## src/rtl/pidd_pkg.sv

```systemverilog
// pidd_pkg: widths, event and register codes, reset values and the
// controller/datapath command and status structs of the duty decoder
// no dependencies
package pidd_pkg;

   localparam int CMD_W      = 2;
   localparam int CAP_W      = 16;
   localparam int CNT_W      = 16;
   localparam int TICK_W     = 32;
   localparam int SCALE_W    = 12;
   localparam int PROD_W     = TICK_W + SCALE_W;
   localparam int STEP_W     = 4;
   localparam int CSR_IDX_W  = 2;
   localparam int CSR_DATA_W = 16;

   localparam logic [CMD_W-1:0] CMD_OVERFLOW = 2'd0;
   localparam logic [CMD_W-1:0] CMD_PERIOD   = 2'd1;
   localparam logic [CMD_W-1:0] CMD_DUTY     = 2'd2;

   localparam logic [CSR_IDX_W-1:0] CSR_RELOAD  = 2'd0;
   localparam logic [CSR_IDX_W-1:0] CSR_TIMEOUT = 2'd1;
   localparam logic [CSR_IDX_W-1:0] CSR_SCALE   = 2'd2;

   localparam logic [CNT_W-1:0]   RELOAD_RST  = 16'd65535;
   localparam logic [CNT_W-1:0]   TIMEOUT_RST = 16'd20;
   localparam logic [SCALE_W-1:0] SCALE_RST   = 12'd2000;

   localparam logic [STEP_W-1:0] DIV_LAST_STEP = STEP_W'(SCALE_W - 1);

   typedef struct packed {
      logic load_in;
      logic calc_ticks;
      logic apply;
      logic calc_prod;
      logic div_step;
      logic div_write;
      logic load_out;
   } pidd_cmd_type;

   typedef struct packed {
      logic div_needed;
      logic div_last;
   } pidd_status_type;

endpackage

```

## src/rtl/pidd_if.sv

```systemverilog
// pidd_if: request, response and csr write channels of the duty decoder
// depends on pidd_pkg
interface pidd_req_if import pidd_pkg::*; ();
   logic             valid;
   logic             ready;
   logic [CMD_W-1:0] cmd;
   logic [CAP_W-1:0] capture_value;
   logic             pin_level;

   modport source (output valid, cmd, capture_value, pin_level, input ready);
   modport sink   (input valid, cmd, capture_value, pin_level, output ready);
endinterface

interface pidd_rsp_if import pidd_pkg::*; ();
   logic               valid;
   logic               ready;
   logic [SCALE_W-1:0] request;
   logic [TICK_W-1:0]  period_ticks;
   logic [TICK_W-1:0]  high_ticks;
   logic               timed_out;

   modport source (output valid, request, period_ticks, high_ticks, timed_out,
                   input ready);
   modport sink   (input valid, request, period_ticks, high_ticks, timed_out,
                   output ready);
endinterface

interface pidd_csr_if import pidd_pkg::*; ();
   logic                  valid;
   logic                  ready;
   logic [CSR_IDX_W-1:0]  index;
   logic [CSR_DATA_W-1:0] data;

   modport source (output valid, index, data, input ready);
   modport sink   (input valid, index, data, output ready);
endinterface

```

## src/rtl/pidd_datapath.sv

```systemverilog
// pidd_datapath: config and measurement registers, tick multiplier,
// duty product and 12-step restoring divider, response payload register
// depends on pidd_pkg
module pidd_datapath import pidd_pkg::*; (
   input  logic                  clock,
   input  logic                  reset,
   input  pidd_cmd_type          ctl,
   output pidd_status_type       status,
   input  logic [CMD_W-1:0]      req_cmd,
   input  logic [CAP_W-1:0]      req_capture_value,
   input  logic                  req_pin_level,
   input  logic                  csr_write,
   input  logic [CSR_IDX_W-1:0]  csr_index,
   input  logic [CSR_DATA_W-1:0] csr_data,
   output logic [SCALE_W-1:0]    rsp_request,
   output logic [TICK_W-1:0]     rsp_period_ticks,
   output logic [TICK_W-1:0]     rsp_high_ticks,
   output logic                  rsp_timed_out
);

   logic [CMD_W-1:0]   cmd_ff;
   logic [CAP_W-1:0]   cap_ff;
   logic               pin_ff;
   logic [CNT_W-1:0]   reload_ff;
   logic [CNT_W-1:0]   timeout_ff;
   logic [SCALE_W-1:0] scale_ff;
   logic [CNT_W-1:0]   ovf_ff, ovf_in;
   logic [TICK_W-1:0]  period_ff, period_in;
   logic [TICK_W-1:0]  high_ff, high_in;
   logic [SCALE_W-1:0] level_ff, level_in;
   logic [TICK_W-1:0]  ticks_ff;
   logic [PROD_W-1:0]  rem_ff;
   logic [PROD_W-1:0]  dvs_ff;
   logic [SCALE_W-1:0] quo_ff;
   logic [STEP_W-1:0]  step_ff;
   logic [SCALE_W-1:0] out_request_ff;
   logic [TICK_W-1:0]  out_period_ff;
   logic [TICK_W-1:0]  out_high_ff;
   logic               out_timed_ff;

   logic [TICK_W-1:0]  mult;
   logic [TICK_W-1:0]  ticks;
   logic [CNT_W-1:0]   ovf_inc;
   logic [PROD_W-1:0]  prod;
   logic               rem_ge;

   assign mult    = TICK_W'(ovf_ff) * TICK_W'(reload_ff);
   assign ticks   = mult + TICK_W'(cap_ff);
   assign ovf_inc = (ovf_ff != '1) ? ovf_ff + 1'b1 : ovf_ff;
   assign prod    = PROD_W'(period_ff - high_ff) * PROD_W'(scale_ff);
   assign rem_ge  = rem_ff >= dvs_ff;

   assign status.div_needed = (cmd_ff == CMD_PERIOD) && (ticks_ff != '0)
                              && (high_ff < ticks_ff);
   assign status.div_last   = step_ff == DIV_LAST_STEP;

   always_comb begin
      ovf_in    = ovf_ff;
      period_in = period_ff;
      high_in   = high_ff;
      level_in  = level_ff;
      if (ctl.apply) begin
         unique case (cmd_ff)
            CMD_OVERFLOW: begin
               ovf_in = ovf_inc;
               if (ovf_inc > timeout_ff) begin
                  level_in = pin_ff ? '0 : scale_ff;
               end
            end
            CMD_PERIOD: begin
               period_in = ticks_ff;
               ovf_in    = '0;
               if ((ticks_ff != '0) && (high_ff >= ticks_ff)) begin
                  level_in = '0;
               end
            end
            CMD_DUTY: begin
               high_in = ticks_ff;
            end
            default: begin
            end
         endcase
      end else if (ctl.div_write) begin
         level_in = quo_ff;
      end
   end

   always_ff @(posedge clock) begin
      if (reset) begin
         reload_ff  <= RELOAD_RST;
         timeout_ff <= TIMEOUT_RST;
         scale_ff   <= SCALE_RST;
         ovf_ff     <= '0;
         period_ff  <= '0;
         high_ff    <= '0;
         level_ff   <= '0;
      end else begin
         if (csr_write) begin
            unique case (csr_index)
               CSR_RELOAD:  reload_ff  <= csr_data;
               CSR_TIMEOUT: timeout_ff <= csr_data;
               CSR_SCALE:   scale_ff   <= csr_data[SCALE_W-1:0];
               default: begin
               end
            endcase
         end
         ovf_ff    <= ovf_in;
         period_ff <= period_in;
         high_ff   <= high_in;
         level_ff  <= level_in;
      end
   end

   always_ff @(posedge clock) begin
      if (ctl.load_in) begin
         cmd_ff <= req_cmd;
         cap_ff <= req_capture_value;
         pin_ff <= req_pin_level;
      end
      if (ctl.calc_ticks) begin
         ticks_ff <= ticks;
      end
      if (ctl.calc_prod) begin
         rem_ff  <= prod;
         dvs_ff  <= PROD_W'({period_ff, {(SCALE_W-1){1'b0}}});
         quo_ff  <= '0;
         step_ff <= '0;
      end else if (ctl.div_step) begin
         if (rem_ge) begin
            rem_ff <= rem_ff - dvs_ff;
         end
         quo_ff  <= {quo_ff[SCALE_W-2:0], rem_ge};
         dvs_ff  <= dvs_ff >> 1;
         step_ff <= step_ff + 1'b1;
      end
      if (ctl.load_out) begin
         out_request_ff <= level_ff;
         out_period_ff  <= period_ff;
         out_high_ff    <= high_ff;
         out_timed_ff   <= ovf_ff > timeout_ff;
      end
   end

   assign rsp_request      = out_request_ff;
   assign rsp_period_ticks = out_period_ff;
   assign rsp_high_ticks   = out_high_ff;
   assign rsp_timed_out    = out_timed_ff;

endmodule

```

## src/rtl/pidd_controller.sv

```systemverilog
// pidd_controller: sequencer that steps one request through the datapath
// and owns the request ready and response valid handshake
// depends on pidd_pkg
module pidd_controller import pidd_pkg::*; (
   input  logic            clock,
   input  logic            reset,
   input  logic            req_valid,
   output logic            req_ready,
   output logic            rsp_valid,
   input  logic            rsp_ready,
   input  pidd_status_type status,
   output pidd_cmd_type    ctl
);

   typedef enum logic [2:0] {
      S_IDLE, S_TICKS, S_APPLY, S_PROD, S_DIV, S_WRITE, S_OUT
   } state_type;

   state_type state_ff;
   logic      rsp_valid_ff;

   assign req_ready = state_ff == S_IDLE;
   assign rsp_valid = rsp_valid_ff;

   always_comb begin
      ctl = '0;
      unique case (state_ff)
         S_IDLE:  ctl.load_in    = req_valid;
         S_TICKS: ctl.calc_ticks = 1'b1;
         S_APPLY: ctl.apply      = 1'b1;
         S_PROD:  ctl.calc_prod  = 1'b1;
         S_DIV:   ctl.div_step   = 1'b1;
         S_WRITE: ctl.div_write  = 1'b1;
         S_OUT:   ctl.load_out   = !rsp_valid_ff || rsp_ready;
         default: ctl = '0;
      endcase
   end

   always_ff @(posedge clock) begin
      if (reset) begin
         state_ff     <= S_IDLE;
         rsp_valid_ff <= 1'b0;
      end else begin
         if (ctl.load_out) begin
            rsp_valid_ff <= 1'b1;
         end else if (rsp_valid_ff && rsp_ready) begin
            rsp_valid_ff <= 1'b0;
         end
         unique case (state_ff)
            S_IDLE: begin
               if (req_valid) begin
                  state_ff <= S_TICKS;
               end
            end
            S_TICKS: state_ff <= S_APPLY;
            S_APPLY: state_ff <= status.div_needed ? S_PROD : S_OUT;
            S_PROD:  state_ff <= S_DIV;
            S_DIV: begin
               if (status.div_last) begin
                  state_ff <= S_WRITE;
               end
            end
            S_WRITE: state_ff <= S_OUT;
            S_OUT: begin
               if (ctl.load_out) begin
                  state_ff <= S_IDLE;
               end
            end
            default: state_ff <= S_IDLE;
         endcase
      end
   end

endmodule

```

## src/rtl/pwm_input_duty_decoder.sv

```systemverilog
// PWM input duty decoder. Each request is one timer event (overflow tick,
// period-edge capture or duty-edge capture) and yields exactly one response
// with the updated request level, period, high time and timeout flag. One
// request is in flight at a time: ticks, duty edges and period edges that need
// no division pass from acceptance through the ticks, apply and output steps
// to response valid; period edges that need a new duty value also pass the
// product step, the 12-step restoring divider that forms (period - high) *
// full_scale / period one quotient bit per cycle, and the write step. Ready
// returns in the same cycle that response valid rises. A response waits in an
// output register, so the next request is taken while it is pending; that
// request then holds in its last step until the pending response is taken.
// Csr writes are always ready and must only be issued while idle.
// Depends on pidd_pkg, pidd_if, pidd_datapath and pidd_controller.
module pwm_input_duty_decoder import pidd_pkg::*; (
   input  logic     clock,
   input  logic     reset,
   pidd_req_if.sink   req_ch,
   pidd_rsp_if.source rsp_ch,
   pidd_csr_if.sink   csr_ch
);

   pidd_cmd_type    ctl;
   pidd_status_type status;

   assign csr_ch.ready = 1'b1;

   pidd_controller u_controller (
      .clock     (clock),
      .reset     (reset),
      .req_valid (req_ch.valid),
      .req_ready (req_ch.ready),
      .rsp_valid (rsp_ch.valid),
      .rsp_ready (rsp_ch.ready),
      .status    (status),
      .ctl       (ctl)
   );

   pidd_datapath u_datapath (
      .clock             (clock),
      .reset             (reset),
      .ctl               (ctl),
      .status            (status),
      .req_cmd           (req_ch.cmd),
      .req_capture_value (req_ch.capture_value),
      .req_pin_level     (req_ch.pin_level),
      .csr_write         (csr_ch.valid),
      .csr_index         (csr_ch.index),
      .csr_data          (csr_ch.data),
      .rsp_request       (rsp_ch.request),
      .rsp_period_ticks  (rsp_ch.period_ticks),
      .rsp_high_ticks    (rsp_ch.high_ticks),
      .rsp_timed_out     (rsp_ch.timed_out)
   );

endmodule

```

## src/flat_wrapper.sv

```systemverilog
// flat-port wrapper written by rule: the top's interface ports become plain ports
module pwm_input_duty_decoder_flat import pidd_pkg::*;
  (clock, reset, req_ch_valid, req_ch_cmd, req_ch_capture_value, req_ch_pin_level, req_ch_ready, rsp_ch_valid, rsp_ch_request, rsp_ch_period_ticks, rsp_ch_high_ticks, rsp_ch_timed_out, rsp_ch_ready, csr_ch_valid, csr_ch_index, csr_ch_data, csr_ch_ready);
  pidd_req_if req_ch_i ();
  pidd_rsp_if rsp_ch_i ();
  pidd_csr_if csr_ch_i ();
  input  logic clock;
  input  logic reset;
  input wire logic [$bits(req_ch_i.valid)-1:0] req_ch_valid;
  input wire logic [$bits(req_ch_i.cmd)-1:0] req_ch_cmd;
  input wire logic [$bits(req_ch_i.capture_value)-1:0] req_ch_capture_value;
  input wire logic [$bits(req_ch_i.pin_level)-1:0] req_ch_pin_level;
  output wire logic [$bits(req_ch_i.ready)-1:0] req_ch_ready;
  output wire logic [$bits(rsp_ch_i.valid)-1:0] rsp_ch_valid;
  output wire logic [$bits(rsp_ch_i.request)-1:0] rsp_ch_request;
  output wire logic [$bits(rsp_ch_i.period_ticks)-1:0] rsp_ch_period_ticks;
  output wire logic [$bits(rsp_ch_i.high_ticks)-1:0] rsp_ch_high_ticks;
  output wire logic [$bits(rsp_ch_i.timed_out)-1:0] rsp_ch_timed_out;
  input wire logic [$bits(rsp_ch_i.ready)-1:0] rsp_ch_ready;
  input wire logic [$bits(csr_ch_i.valid)-1:0] csr_ch_valid;
  input wire logic [$bits(csr_ch_i.index)-1:0] csr_ch_index;
  input wire logic [$bits(csr_ch_i.data)-1:0] csr_ch_data;
  output wire logic [$bits(csr_ch_i.ready)-1:0] csr_ch_ready;
  assign req_ch_i.valid = req_ch_valid;
  assign req_ch_i.cmd = req_ch_cmd;
  assign req_ch_i.capture_value = req_ch_capture_value;
  assign req_ch_i.pin_level = req_ch_pin_level;
  assign req_ch_ready = req_ch_i.ready;
  assign rsp_ch_valid = rsp_ch_i.valid;
  assign rsp_ch_request = rsp_ch_i.request;
  assign rsp_ch_period_ticks = rsp_ch_i.period_ticks;
  assign rsp_ch_high_ticks = rsp_ch_i.high_ticks;
  assign rsp_ch_timed_out = rsp_ch_i.timed_out;
  assign rsp_ch_i.ready = rsp_ch_ready;
  assign csr_ch_i.valid = csr_ch_valid;
  assign csr_ch_i.index = csr_ch_index;
  assign csr_ch_i.data = csr_ch_data;
  assign csr_ch_ready = csr_ch_i.ready;
  pwm_input_duty_decoder u_core (.clock(clock), .reset(reset), .req_ch(req_ch_i), .rsp_ch(rsp_ch_i), .csr_ch(csr_ch_i));
endmodule
```

## config.mk

```make
export PLATFORM = sky130hd
export DESIGN_NAME = pwm_input_duty_decoder_flat
export DESIGN_NICKNAME = d
export VERILOG_FILES = /design/src/rtl/pidd_pkg.sv /design/src/rtl/pidd_if.sv /design/src/rtl/pidd_datapath.sv /design/src/rtl/pidd_controller.sv /design/src/rtl/pwm_input_duty_decoder.sv /design/src/flat_wrapper.sv
export SDC_FILE = /design/constraint.sdc
export NUM_CORES = 2
export LEC_CHECK = 0
export BUFFER_PORTS_ARGS = -buffer_cell sky130_fd_sc_hd__buf_2
export CAP_MARGIN = 20
export CELL_PAD_IN_SITES_DETAIL_PLACEMENT = 0
export CELL_PAD_IN_SITES_GLOBAL_PLACEMENT = 1
export CORE_MARGIN = 2
export CORE_UTILIZATION = 51
export DETAILED_ROUTE_END_ITERATION = 7
export PLACE_DENSITY = 0.9
export SLEW_MARGIN = 20
export SYNTH_ARGS = -nofsm -noshare
export SYNTH_HDL_FRONTEND = slang
export SYNTH_SLANG_ARGS = --single-unit
```

## constraint.sdc

```tcl
create_clock -name clock -period 11.1 [get_ports clock]
set_clock_uncertainty 0.2 [all_clocks]
set_input_delay 0.555 -clock clock [delete_from_list [all_inputs] [get_ports clock]]
set_output_delay 0.555 -clock clock [all_outputs]
set_load 0.005 [all_outputs]
```

==> results.json <==
{
  "hold_viol_final": 0,
  "hold_ws_ns": 0.0139,
  "die_x_um": 288,
  "cts.clk_slew.worst_paths_ns": 0.06,
  "wl_um": 107000,
  "grt_first_pass_wirelength_um": 170000,
  "syn_avg_cell_area_sq_um": 9.07,
  "status": "finished, final reports clean",
  "drc": 0,
  "cts_tree": "done",
  "final_cell_mix": "inv_1 (854), nand2_1 (657), fa_1 (552), ha_1 (343), and2_1 (284)",
  "hpwlAfterDp_um": 81900,
  "crit_family": "compound AO/OA/AOI/OAI gates",
  "grt_max_degree": 75,
  "viasPerCell": 5.47,
  "critPathMaxStageDelay_ns": 0.73,
  "initial_utilization_pct": 51.2,
  "multiInputGateArea_sq_um": 27700,
  "cts-root-buf": "clkbuf_16",
  "required_ns": 11.21,
  "yosysWarnings": 0,
  "cts-buffers-inserted": 46,
  "period_share_pct": 82.0,
  "synth_edf_count": 204,
  "setup_violations": 0,
  "worstPathMaxFanout": 12,
  "clk_latency_ns": 0.60,
  "drt_iter0_drc": 2061,
  "tightest_slew_ns": 1.14,
  "dieArea_sq_um": 82800,
  "wl_per_cell_um": 19.0,
  "syn_nets": 5463,
  "gp_congestion": 0.904,
  "antenna_left": 0,
  "grt_overflow_total": 0,
  "syn_inst": 4526,
  "start_kind": "flip-flop",
  "clockBufferDepth": 3,
  "syn_area_sq_um": 41100,
  "final_layout_size_suffix_gt1_share_pct": 6.26,
  "yosysSeqAreaShare_pct": 23.1,
  "grt_pass1_vias": 31500,
  "endpoint_kind": "flip-flop",
  "finalNetCount": 5500,
  "fin_crit_ns": 9.11,
  "port_buffers": 120,
  "nFillCells": 7245,
  "cts.sinks": 371,
  "area_growth_syn_to_layout_pct": 8.20,
  "num_io_pins": 122,
  "grt_usage_pct": 26.2,
  "ys_types": 77,
  "finalSetupTns_ns": 0,
  "cts_setup_buffers": 0,
  "critPathKind": "flip-flop to flip-flop",
  "drv_slew": 0,
  "r2r_cells": 35,
  "cp_num_cells": 35,
  "hold-path-cell-count": 2,
  "critPathBufInv": 5,
  "vias": 31000,
  "core_sq_um": 80200,
  "maxCapViolCount": 0,
  "slew_headroom_pct": 23.8,
  "ys.flop_type": "edfxtp_1",
  "regArea_sq_um": 9470,
  "fmax_mhz": 110,
  "worstPathArrival_ns": 9.21,
  "async_reset_ff_share_pct": 0,
  "synth-seq-cells": 371,
  "firstDrtPassIters": 5,
  "crit_slowest_cell": "xnor2_1",
  "layout_commonest_cell": "inv_1",
  "rows": 104,
  "antenna_found_initial": 4,
  "rsz0062_at_grt": "false",
  "cts-htree-levels": 2,
  "hold_path_class": "input port to flip-flop",
  "fp.dieH_um": 288
}
## through the flow
stage | setup WS, ns | instance area [sq um] | utilization, % | cells
4_1_cts | 2.06 | 44400 | 55.4 | 5658
3_3_place_gp | 2.23 | 42600 | 53.2 | 5552
6_report | 1.99 | 44400 | 55.4 | 5661
2_1_floorplan | 3.20 | 41100 | - | 4526
3_5_place_dp | 2.09 | 42700 | 53.2 | 5552
5_1_grt | 1.33 | 44400 | 55.4 | 5659
## final timing paths
| kind | end | slack [ns] | startpoint |
|---|---|---|---|
| min | u_core.u_datapath.reload_ff[15] | 0.01 | csr_ch_data[15] |
| min reg2reg | u_core.u_datapath.rsp_request[7] | 0.23 | u_core.u_datapath.level_ff[7] |
| max reg2reg | u_core.u_datapath.rem_ff[40] | 1.99 | u_core.u_datapath.period_ff[0] |
| max | u_core.u_datapath.rem_ff[40] | 1.99 | u_core.u_datapath.period_ff[0] |
## Yosys cell counts, types with 35 or more instances
cell type / n / area (sq um)
and2_1: 284 / 1780
a21o_1: 83 / 623
nand3_1: 38 / 190
inv_1: 854 / 3210
edfxtp_1: 204 / 6130
nor2b_1: 71 / 444
o21a_1: 35 / 263
o21ai_0: 112 / 561
xor2_1: 40 / 350
fa_1: 552 / 11100
clkbuf_1: 192 / 721
a21oi_1: 258 / 1290
nor2_1: 123 / 462
a22o_1: 45 / 394
ha_1: 343 / 4290
dfxtp_1: 167 / 3340
xnor2_1: 100 / 876
nand2_1: 657 / 2470
## flip-flops by register name, summed over array words and instances, names as in the netlist, 2 cells and up
name	cells
u_core.u_datapath.high_ff	32
u_core.u_datapath.ovf_ff	16
u_core.u_datapath.cmd_ff	2
u_core.u_datapath.period_ff	32
u_core.u_datapath.quo_ff	12
u_core.u_datapath.rem_ff	44
u_core.u_datapath.step_ff	4
u_core.u_datapath.reload_ff	16
u_core.u_controller.state_ff	3
u_core.u_datapath.level_ff	12
u_core.u_datapath.scale_ff	12
u_core.u_datapath.dvs_ff	43
u_core.u_datapath.timeout_ff	16
u_core.u_datapath.rsp_period_ticks	32
u_core.u_datapath.rsp_high_ticks	32
u_core.u_datapath.cap_ff	16
u_core.u_datapath.ticks_ff	32
u_core.u_datapath.rsp_request	12
## worst register-to-register path: cells and delay by family, from the launching register on
family | cells | cell delay (ns)
XOR/XNOR | 1 | 0.73
flip-flops | 1 | 0.35
AND/OR/NAND/NOR | 2 | 0.45
buffers and inverters | 5 | 0.33
multiplexers | 1 | 0.12
adder cells (fa/ha/maj) | 8 | 3.26
AO/OA/AOI/OAI | 18 | 3.36
## timing repair
item / in CTS / in global routing
hold buffers: 22 / 0
gates resized for setup: 0 / 0
endpoints found under the hold margin: 22 / 0
## per-layer routing
metal | vias to the layer above | track usage (%) | share of wire, %
met3 | 213 | 5.91 | 8.7
met2 | 1089 | 42.8 | 46
met4 | 0 | 10.6 | 4.5
met1 | 15200 | 33.9 | 41
li1 | 14400 | - | -
met5 | - | 0 | 0
## cell type report
cell class | count | share of cell area, %
inverter | 854 | 7.21
timing repair buffer | 198 | 2.80
clock buffer | 54 | 2.66
antenna | 2 | 0.0113
sequential | 371 | 21.3
clock inverter | 30 | 0.727
tap | 1060 | 2.98
multi-input combinational | 3092 | 62.3
## logic make-up (layout without fill, tap and decap cells)
group,after synthesis,count (layout),share of synthesized area (%)
compound gates,702,702,11.0
xor+xnor,140,140,2.99
fa+ha+maj,895,895,37.4
buf+inv,1063,1136,9.73
flops,371,371,23.1
mux,5,5,0.128
other cells,1,3,0.00913
simple gates,1349,1349,15.7
Power is not shown: default switching activity piles up to over one toggle a cycle in this logic, so the estimate is an artifact.
